## config.mk

```make
export PLATFORM = sky130hd
export DESIGN_NAME = target_follow_drive_controller
export DESIGN_NICKNAME = d
export VERILOG_FILES = /design/src/rtl/tfdc_pkg.sv /design/src/rtl/target_follow_drive_controller.sv
export SDC_FILE = /design/constraint.sdc
export NUM_CORES = 2
export LEC_CHECK = 0
export ABC_CLOCK_PERIOD_IN_PS = 19600
export BUFFER_PORTS_ARGS = -buffer_cell sky130_fd_sc_hd__buf_2
export CAP_MARGIN = 10
export CORE_MARGIN = 2
export CORE_UTILIZATION = 25
export DETAILED_ROUTE_END_ITERATION = 8
export GPL_ROUTABILITY_DRIVEN = 0
export HOLD_SLACK_MARGIN = 0.15
export SYNTH_ARGS = -nofsm -noshare
export SYNTH_HDL_FRONTEND = slang
export SYNTH_SLANG_ARGS = --single-unit
```

## constraint.sdc

```tcl
create_clock -name clk -period 19.6 [get_ports clk]
set_clock_uncertainty 0.15 [all_clocks]
set_input_delay 4.9 -clock clk [delete_from_list [all_inputs] [get_ports clk]]
set_output_delay 4.9 -clock clk [all_outputs]
set_load 0.05 [all_outputs]
```

## src/rtl/tfdc_pkg.sv

```systemverilog
package tfdc_pkg;

  localparam int PosWidth   = 8;
  localparam int AreaWidth  = 23;
  localparam int PctWidth   = 8;
  localparam int SpeedWidth = 8;
  localparam int IndexWidth = 8;
  localparam int DataWidth  = 23;

  // Register indexes on the configuration port.
  localparam logic [IndexWidth-1:0] REG_TARGET_X      = 8'd0;
  localparam logic [IndexWidth-1:0] REG_MIN_AREA      = 8'd1;
  localparam logic [IndexWidth-1:0] REG_BAND_LOW_PCT  = 8'd2;
  localparam logic [IndexWidth-1:0] REG_BAND_HIGH_PCT = 8'd3;

  localparam logic [PosWidth-1:0]  TARGET_X_RESET      = 8'd80;
  localparam logic [AreaWidth-1:0] MIN_AREA_RESET      = 23'd10000;
  localparam logic [PctWidth-1:0]  BAND_LOW_PCT_RESET  = 8'd70;
  localparam logic [PctWidth-1:0]  BAND_HIGH_PCT_RESET = 8'd140;

  // Terms are scaled integers in units of 1e-5.
  localparam int IntegLimit  = 50;
  localparam int HErrGain    = 4000;
  localparam int HIntGain    = 9;
  localparam int VErrGain    = 500;
  localparam int TermLimit   = 300000;
  localparam int TermDead    = 100000;
  // The vertical term saturates and dead-bands directly on the area difference.
  localparam int DiffLimit   = TermLimit / VErrGain;
  localparam int DiffDead    = TermDead / VErrGain;
  localparam int AreaScale   = 100;

  // Speed = SpeedBase + floor((h + v + SpeedOffset) / 20000), offset sum in 0..1200000.
  localparam int SpeedBase   = 123;
  localparam int SpeedOffset = 600000;
  localparam int QuotShift   = 5;
  localparam int RecipShift  = 24;
  localparam int Recip       = ((1 << RecipShift) + 624) / 625;

  typedef struct packed {
    logic [PosWidth-1:0]  pos_x;
    logic [AreaWidth-1:0] object_area;
  } item_t;

  typedef struct packed {
    logic [SpeedWidth-1:0] left_speed;
    logic [SpeedWidth-1:0] right_speed;
  } speed_t;

endpackage

```

## src/rtl/target_follow_drive_controller.sv

```systemverilog
// An accepted item word is registered in the term stage, then in the speed stage.
// Throughput: one item per cycle unless the output stalls; the term-forming stage updates
// the integral and target area per item above the floor, so items follow back to back.
// Reset (rst, synchronous, active high) restores register defaults, clears the integral
// and the latched target area, and empties both pipeline stages.
module target_follow_drive_controller
  import tfdc_pkg::*;
(
  input  logic                  clk,
  input  logic                  rst,
  input  logic                  item_valid,
  output logic                  item_stall,
  input  item_t                 item,
  output logic                  speed_valid,
  input  logic                  speed_stall,
  output speed_t                speed,
  input  logic                  cfg_valid,
  output logic                  cfg_ready,
  input  logic [IndexWidth-1:0] cfg_index,
  input  logic [DataWidth-1:0]  cfg_data
);

  logic [PosWidth-1:0]  target_x;
  logic [AreaWidth-1:0] min_area;
  logic [PctWidth-1:0]  band_low_pct;
  logic [PctWidth-1:0]  band_high_pct;

  logic signed [6:0]    integ;
  logic [AreaWidth-1:0] target_area;
  logic                 target_valid;

  // Term stage.
  logic                 term_valid;
  logic                 term_seen;
  logic signed [19:0]   term_h;
  logic signed [10:0]   term_dc;

  logic out_free;
  logic term_free;
  logic accept;

  assign cfg_ready  = 1'b1;
  assign out_free   = !speed_valid || !speed_stall;
  assign term_free  = !term_valid || out_free;
  assign item_stall = !term_free;
  assign accept     = item_valid && term_free;

  // Term computation from the incoming item and the current state.
  logic                 seen;
  logic [AreaWidth-1:0] tgt;
  logic signed [8:0]    err;
  logic signed [9:0]    acc;
  logic signed [6:0]    integ_next;
  logic signed [21:0]   h_raw;
  logic signed [19:0]   h_term;
  logic signed [23:0]   diff;
  logic signed [10:0]   dc;
  logic [30:0]          area_scaled;
  logic [30:0]          low_prod;
  logic [30:0]          high_prod;
  logic                 in_band;

  always_comb begin
    seen = item.object_area > min_area;
    tgt  = target_valid ? target_area : item.object_area;
    err  = $signed({1'b0, item.pos_x}) - $signed({1'b0, target_x});
    acc  = 10'(integ) + 10'(err);
    if (acc > 10'(IntegLimit)) begin
      integ_next = 7'(IntegLimit);
    end else if (acc < -10'(IntegLimit)) begin
      integ_next = -7'(IntegLimit);
    end else begin
      integ_next = acc[6:0];
    end

    h_raw = 22'(HErrGain * int'(err) + HIntGain * int'(integ_next));
    if (h_raw > 22'(TermLimit)) begin
      h_term = 20'(TermLimit);
    end else if (h_raw < -22'(TermLimit)) begin
      h_term = -20'(TermLimit);
    end else if (h_raw <= 22'(TermDead) && h_raw >= -22'(TermDead)) begin
      h_term = '0;
    end else begin
      h_term = h_raw[19:0];
    end

    diff = $signed({1'b0, tgt}) - $signed({1'b0, item.object_area});
    if (diff > 24'(DiffLimit)) begin
      dc = 11'(DiffLimit);
    end else if (diff < -24'(DiffLimit)) begin
      dc = -11'(DiffLimit);
    end else if (diff <= 24'(DiffDead) && diff >= -24'(DiffDead)) begin
      dc = '0;
    end else begin
      dc = diff[10:0];
    end

    area_scaled = 31'(item.object_area) * 31'(AreaScale);
    low_prod    = 31'(tgt) * 31'(band_low_pct);
    high_prod   = 31'(tgt) * 31'(band_high_pct);
    in_band     = (area_scaled > low_prod) && (area_scaled < high_prod);
    if (in_band) begin
      dc = '0;
    end
  end

  always_ff @(posedge clk) begin
    if (rst) begin
      target_x      <= TARGET_X_RESET;
      min_area      <= MIN_AREA_RESET;
      band_low_pct  <= BAND_LOW_PCT_RESET;
      band_high_pct <= BAND_HIGH_PCT_RESET;
    end else if (cfg_valid && cfg_ready) begin
      unique case (cfg_index)
        REG_TARGET_X:      target_x      <= cfg_data[PosWidth-1:0];
        REG_MIN_AREA:      min_area      <= cfg_data[AreaWidth-1:0];
        REG_BAND_LOW_PCT:  band_low_pct  <= cfg_data[PctWidth-1:0];
        REG_BAND_HIGH_PCT: band_high_pct <= cfg_data[PctWidth-1:0];
        default: ;
      endcase
    end
  end

  always_ff @(posedge clk) begin
    if (rst) begin
      integ        <= '0;
      target_area  <= '0;
      target_valid <= 1'b0;
      term_valid   <= 1'b0;
    end else begin
      if (accept && seen) begin
        integ <= integ_next;
        if (!target_valid) begin
          target_area  <= item.object_area;
          target_valid <= 1'b1;
        end
      end
      if (term_free) begin
        term_valid <= accept;
      end
    end
  end

  always_ff @(posedge clk) begin
    if (accept) begin
      term_seen <= seen;
      term_h    <= h_term;
      term_dc   <= dc;
    end
  end

  // Speed stage: divide by 20000 as a shift by 5 and a reciprocal multiply for 625.
  logic signed [19:0] v_term;
  logic signed [21:0] left_num;
  logic signed [21:0] right_num;
  logic [15:0]        left_x;
  logic [15:0]        right_x;
  logic [30:0]        left_prod;
  logic [30:0]        right_prod;
  speed_t             speed_next;

  always_comb begin
    v_term     = 20'(int'(term_dc) * VErrGain);
    left_num   = 22'(SpeedOffset) + 22'(term_h) + 22'(v_term);
    right_num  = 22'(SpeedOffset) + 22'(term_h) - 22'(v_term);
    left_x     = left_num[QuotShift +: 16];
    right_x    = right_num[QuotShift +: 16];
    left_prod  = 31'(left_x) * 31'(Recip);
    right_prod = 31'(right_x) * 31'(Recip);
    if (term_seen) begin
      speed_next.left_speed  = 8'(SpeedBase) + {1'b0, left_prod[RecipShift +: 7]};
      speed_next.right_speed = 8'(SpeedBase) + {1'b0, right_prod[RecipShift +: 7]};
    end else begin
      speed_next = '0;
    end
  end

  always_ff @(posedge clk) begin
    if (rst) begin
      speed_valid <= 1'b0;
    end else if (out_free) begin
      speed_valid <= term_valid;
    end
  end

  always_ff @(posedge clk) begin
    if (out_free && term_valid) begin
      speed <= speed_next;
    end
  end

endmodule

```

# Word level (Yosys, flattened, before mapping)
# Cells that the tools add are included.
dict set report op_classes {
  add_sub_neg 9
  mul 8
  order_cmp 13
  eq_ne 3
  mux 8
  n_reduce_logical 21
}
# operator n
set op_table {}
lappend op_table {{multiplier 23 x 8 -> 31 bit} 2}
lappend op_table {{multiplier 16 x 13 -> 29 bit, second input constant} 2}
lappend op_table {{two-way mux 20 bit} 2}
lappend op_table {{> comparator 30 x 31 -> 1 bit} 1}
lappend op_table {{< comparator 30 x 31 -> 1 bit} 1}
lappend op_table {{multiplier 23 x 5 -> 28 bit, second input constant} 1}
lappend op_table {{>= comparator 24 x 9 -> 1 bit, second input constant} 1}
lappend op_table {{> comparator 24 x 11 -> 1 bit, second input constant} 1}
lappend op_table {{<= comparator 24 x 9 -> 1 bit, second input constant} 1}
lappend op_table {{< comparator 24 x 11 -> 1 bit, second input constant} 1}
lappend op_table {{subtractor 23 x 23 -> 24 bit} 1}
lappend op_table {{> comparator 23 bit} 1}
lappend op_table {{two-way mux 23 bit} 1}
lappend op_table {{adder 22 x 12 -> 22 bit} 1}
lappend op_table {{>= comparator 22 x 18 -> 1 bit, second input constant} 1}
lappend op_table {{> comparator 22 x 20 -> 1 bit, second input constant} 1}
lappend op_table {{<= comparator 22 x 18 -> 1 bit, second input constant} 1}
lappend op_table {{< comparator 22 x 20 -> 1 bit, second input constant} 1}
lappend op_table {{two-way mux 11 bit} 2}
lappend op_table {{adder 21 x 20 -> 21 bit} 1}
lappend op_table {{adder 21 x 20 -> 21 bit, first input constant} 1}
lappend op_table {{subtractor 21 x 20 -> 21 bit} 1}
lappend op_table {{multiplier 11 x 8 -> 18 bit, second input constant} 1}
lappend op_table {{multiplier 8 x 9 -> 17 bit, first input constant} 1}
lappend op_table {{18 further kinds} 34}
dict set report totals {
  regBits 128
}

# Longest topological paths before layout
dict set report logic_depth {
  ltp_word 11
  ltp_mapped 50
  depth_no_buf 50
}

# Least setup slack after synthesis
# No wires, ideal clock.
dict set report synth_timing {
  kind {input -> register}
  startpoint {input port item[23] (netlist name)}
  endpoint {register term_h[2], data pin}
  setup_ps 262
  arrival_ps 12611
  required_ps 19188
  path_slack_ps 6576
  cell_stages 32
  path_buffers 0
  path_cell_list {inv_1 -> ha_1 -> inv_1 -> fa_1 -> a21o_1 -> a211oi_1 -> nor2_1 -> o41ai_2 -> inv_1 -> fa_1 -> fa_1 -> fa_1 -> fa_1 -> inv_1 -> ha_1 -> a21oi_1 -> nor2b_1 -> o21a_1 -> nor2_1 -> xnor2_1 -> ha_1 -> inv_1 -> fa_1 -> inv_1 -> ha_1 -> nand2_1 -> or3_1 -> a21oi_1 -> o21ai_0 -> or3_1 -> nand3_1 -> nor2_1}
}
dict set report synth_between {
  elab_chain_len 10
}
# element line_no
set synth_lines {}
lappend synth_lines {{start, declared} target_follow_drive_controller.sv:13} ;# input item_t item,
lappend synth_lines {{subtractor 8 x 8 -> 9 bit (*)} target_follow_drive_controller.sv:66} ;# err = $signed({1'b0, item.pos_x}) - $signed({1'b0, target_x});
lappend synth_lines {{adder 7 x 9 -> 10 bit} target_follow_drive_controller.sv:67} ;# acc = 10'(integ) + 10'(err);
lappend synth_lines {{< comparator 10 x 7 -> 1 bit} target_follow_drive_controller.sv:70} ;# end else if (acc < -10'(IntegLimit)) begin
lappend synth_lines {{two-way mux 7 bit} target_follow_drive_controller.sv:70}
lappend synth_lines {{two-way mux 7 bit} target_follow_drive_controller.sv:68} ;# if (acc > 10'(IntegLimit)) begin
lappend synth_lines {{multiplier 5 x 7 -> 12 bit} target_follow_drive_controller.sv:76} ;# h_raw = 22'(HErrGain * int'(err) + HIntGain * int'(integ_next));
lappend synth_lines {{adder 22 x 12 -> 22 bit (*)} target_follow_drive_controller.sv:76}
lappend synth_lines {{<= comparator 22 x 18 -> 1 bit or >= comparator 22 x 18 -> 1 bit (tied branches)} target_follow_drive_controller.sv:81} ;# end else if (h_raw <= 22'(TermDead) && h_raw >= -22'(TermDead)) begin
lappend synth_lines {{logical AND 1 bit} target_follow_drive_controller.sv:81}
lappend synth_lines {{OR reduction 3 bit (no line)} --}
lappend synth_lines {{end signal, assigned} target_follow_drive_controller.sv:147} ;# term_h <= h_term;
lappend synth_lines {{end, declared} target_follow_drive_controller.sv:35} ;# logic signed [19:0] term_h;
# Every way passes the cells marked *; elsewhere a longest branch is shown, timed or not.
# A chain may end at the register's enable or synchronous reset.

# Worst setup path after layout
dict set report layout_timing {
  startpoint {input port item[5] (netlist name)}
  endpoint {register term_dc[1], data pin}
}
dict set report layout_between {
  elab_chain_len 5
}
# element line_no
set layout_lines {}
lappend layout_lines {{two-way mux 23 bit} --}
lappend layout_lines {{multiplier 23 x 8 -> 31 bit (tied with other cells)} target_follow_drive_controller.sv:99} ;# low_prod = 31'(tgt) * 31'(band_low_pct);
lappend layout_lines {{> comparator 30 x 31 -> 1 bit (tied with other cells)} target_follow_drive_controller.sv:101} ;# in_band = (area_scaled > low_prod) && (area_scaled < high_prod);
lappend layout_lines {{logical AND 1 bit (on tied branches)} {target_follow_drive_controller.sv:101, target_follow_drive_controller.sv:92}}
lappend layout_lines {{OR reduction 4 bit (no line) (*)} --}
lappend layout_lines {{end signal, assigned} target_follow_drive_controller.sv:148} ;# term_dc <= dc;
lappend layout_lines {{end, declared} target_follow_drive_controller.sv:36} ;# logic signed [10:0] term_dc;
# Marked as above.

==> results.sh <==
export IMPL_multi_input_area_mm2=0.0293
export IMPL_path_clk_slew_ps=70
export IMPL_r2r_start="term_dc[2]"
export IMPL_mostFrequentLayoutCells="inv_1 (909), ha_1 (641), fa_1 (490)"
export IMPL_relSlewSlack_pct=24.3
export IMPL_top_layer="met5"
export IMPL_post_cts_buffers=0
export IMPL_die_height_um=384
export IMPL_cts_resized=0
export IMPL_io_buffers=84
export IMPL_max_stage_delay_ps=920
export IMPL_clock_path_buffers=2
export IMPL_hold_viol_final=0
export IMPL_cts_sinks=126
export IMPL_grt_pass1_wl_um=149000
export IMPL_first_global_vias=28900
export IMPL_final_common_cell="inv_1"
export IMPL_ys_seq_elements=126
export IMPL_synth_area_leader_cell="fa_1"
export IMPL_cts_tree="built"
export IMPL_clkLatencyLatePin_ps=490
export IMPL_rsz0062_at_grt="false"
export IMPL_crit_buf_inv=3
export IMPL_synth_ff_type="dfxtp_1"
export IMPL_crit_family="compound AO/OA/AOI/OAI gates"
export IMPL_worstMarginPinSlew_ps=1130
export IMPL_avgSynthCellArea_um2=8.61
export IMPL_period_share_pct=68.9
export IMPL_critPathKind="input pin to flip-flop"
export IMPL_yosysSeqAreaShare_pct=8.28
export IMPL_synth_edff_count=46
export IMPL_regArea_mm2=0.00298
export IMPL_drtAntennaViolNets=0
export IMPL_cts_max_level=4
export IMPL_worstSetupEndpointType="flip-flop"
export IMPL_wl_met3_um=3060
export IMPL_hp_start="min_area[22]"
export IMPL_routed_wl_um=88700
export IMPL_syn_to_final_growth_pct=9.11
export IMPL_setup_viol=0
export IMPL_max_freq_mhz=74.0
export IMPL_synth_top_area_share_pct=27.2
export IMPL_grt_ovfl_total=0
export IMPL_cts_root_buf="clkbuf_16"
export IMPL_grt_max_degree=63
export IMPL_fillers=15500
export IMPL_die_x_um=384
export IMPL_max_cap_violations=0
export IMPL_finalNetCount=5423
export IMPL_synth_area_mm2=0.0360
export IMPL_core_area_mm2=0.143
export IMPL_antenna_found_initial=8
export IMPL_dp_hpwl_um=75800
export IMPL_grt_usage_pct=12.4
export IMPL_async_flop_share_pct=0
export IMPL_outcome="complete, no violations"
export IMPL_wl_per_cell_um=14.4
export IMPL_final_setup_tns_ps=0
export IMPL_rows=139
export IMPL_drt_met1_wl_um=40800
export IMPL_numCtsBuffers=17
export IMPL_synthCells=4185
export IMPL_initial_core_util_pct=25.1
export IMPL_worstPathArrival_ps=13670
export IMPL_drt_first_pass_iters=5
export IMPL_path_common_cell="fa_1"
export IMPL_drive_above_1_share_pct=4.65
export IMPL_vias_per_cell=4.48
export IMPL_min_path_type="flip-flop to flip-flop"
export IMPL_worstSetupStartpointType="input pin"
export IMPL_hold_buffers=0
export IMPL_drt_initial_drc_count=1300
export IMPL_slew_violations=0
export IMPL_io_pins=86
export IMPL_vias=27500
export IMPL_critPathMaxFanout=18
export IMPL_syn_nets=5383
export IMPL_synth_cell_type_count=84
export IMPL_synth_area_leaders="fa_1 (27%), ha_1 (22%), inv_1 (9.5%)"
export IMPL_synth_warning_count=0
export IMPL_min_period_ps=13510
export IMPL_drc=0
export IMPL_dieArea_mm2=0.147
export IMPL_slowest_stage="a2111oi_0"
export IMPL_routed_wl_met2_um=42500
export IMPL_worstPathRequired_ps=19760
export IMPL_critPathLaunch="item[5]"
## final timing paths
kind	to	slack, ps	cells past startpoint
worst min-delay path	min_area[22]	310	2
worst max-delay path	term_dc[1]	6090	27
worst max register to register	speed[6]	7320	44
worst min register to register	min_area[22]	310	2
## cells by family (layout without fill, tap and decap cells)
group | count (synthesis) | in the layout | share of synthesized area (%)
adder cells (fa/ha/maj) | 1131 | 1131 | 49.5
other | 2 | 4 | 0.0208
XOR/XNOR | 221 | 221 | 5.37
AND/OR/NAND/NOR | 994 | 994 | 13.2
multiplexers | 51 | 51 | 1.43
buffers and inverters | 1006 | 1059 | 10.5
flip-flops | 126 | 126 | 8.28
AO/OA/AOI/OAI | 654 | 654 | 11.7
## layout make-up
class	count	area share, %
multi-input combinational	3053	74.5
inverter	909	8.68
sequential	126	7.59
tap	1903	6.06
timing repair buffer	118	1.73
clock buffer	17	1.08
clock inverter	15	0.366
antenna	2	0.0127
## through the flow
step / cells / worst slack [ps] / hold slack [ps] / area, µm² / util, %
final: 6143 / 6090 / 307 / 39300 / 27.4
after global routing: 6141 / 5500 / 332 / 39300 / 27.4
after CTS: 6141 / 6270 / 310 / 39300 / 27.4
after detailed placement: 6109 / 5790 / 300 / 38700 / 27.0
after global placement: 6109 / 5980 / 297 / 38700 / 27.0
after floorplan: 4185 / 6580 / 286 / 36000 / -
## flip-flops by register name, indices dropped and copies added, names as in the netlist
| name | flops |
|---|---|
| term_valid | 1 |
| target_area | 23 |
| target_valid | 1 |
| term_h | 18 |
| min_area | 23 |
| integ | 7 |
| band_low_pct | 8 |
| term_dc | 11 |
| speed_valid | 1 |
| target_x | 8 |
| band_high_pct | 8 |
| term_seen | 1 |
| speed | 16 |
## synth_stat cells (30+ instances only)
cell type and number:
mux2i_1 47, inv_1 909, nor2_1 193, o21bai_1 31, o21a_1 45, a21oi_1 203, nor2b_1 39, edfxtp_1 46
nand2_1 392, fa_1 490, xor2_1 84, nand4_1 30, xnor2_1 137, and2_1 152, dfxtp_1 80, a21o_1 71
clkbuf_1 86, ha_1 641, nor3_1 35, nand3_1 40, o21ai_0 106
## metal layers
| layer | track usage [%] | vias up |
|---|---|---|
| met5 | 0 | - |
| met1 | 16.1 | 13500 |
| met2 | 21.7 | 375 |
| li1 | - | 13500 |
| met4 | 3.20 | 6 |
| met3 | 1.51 | 93 |
## tightest hold or removal path: stages, from the launching register on
cell and delay, ps:
dfxtp_1 310, nand2_1 50, a21oi_1 50
Power is not shown: default switching activity piles up to over one toggle a cycle in this logic, so the estimate is an artifact.
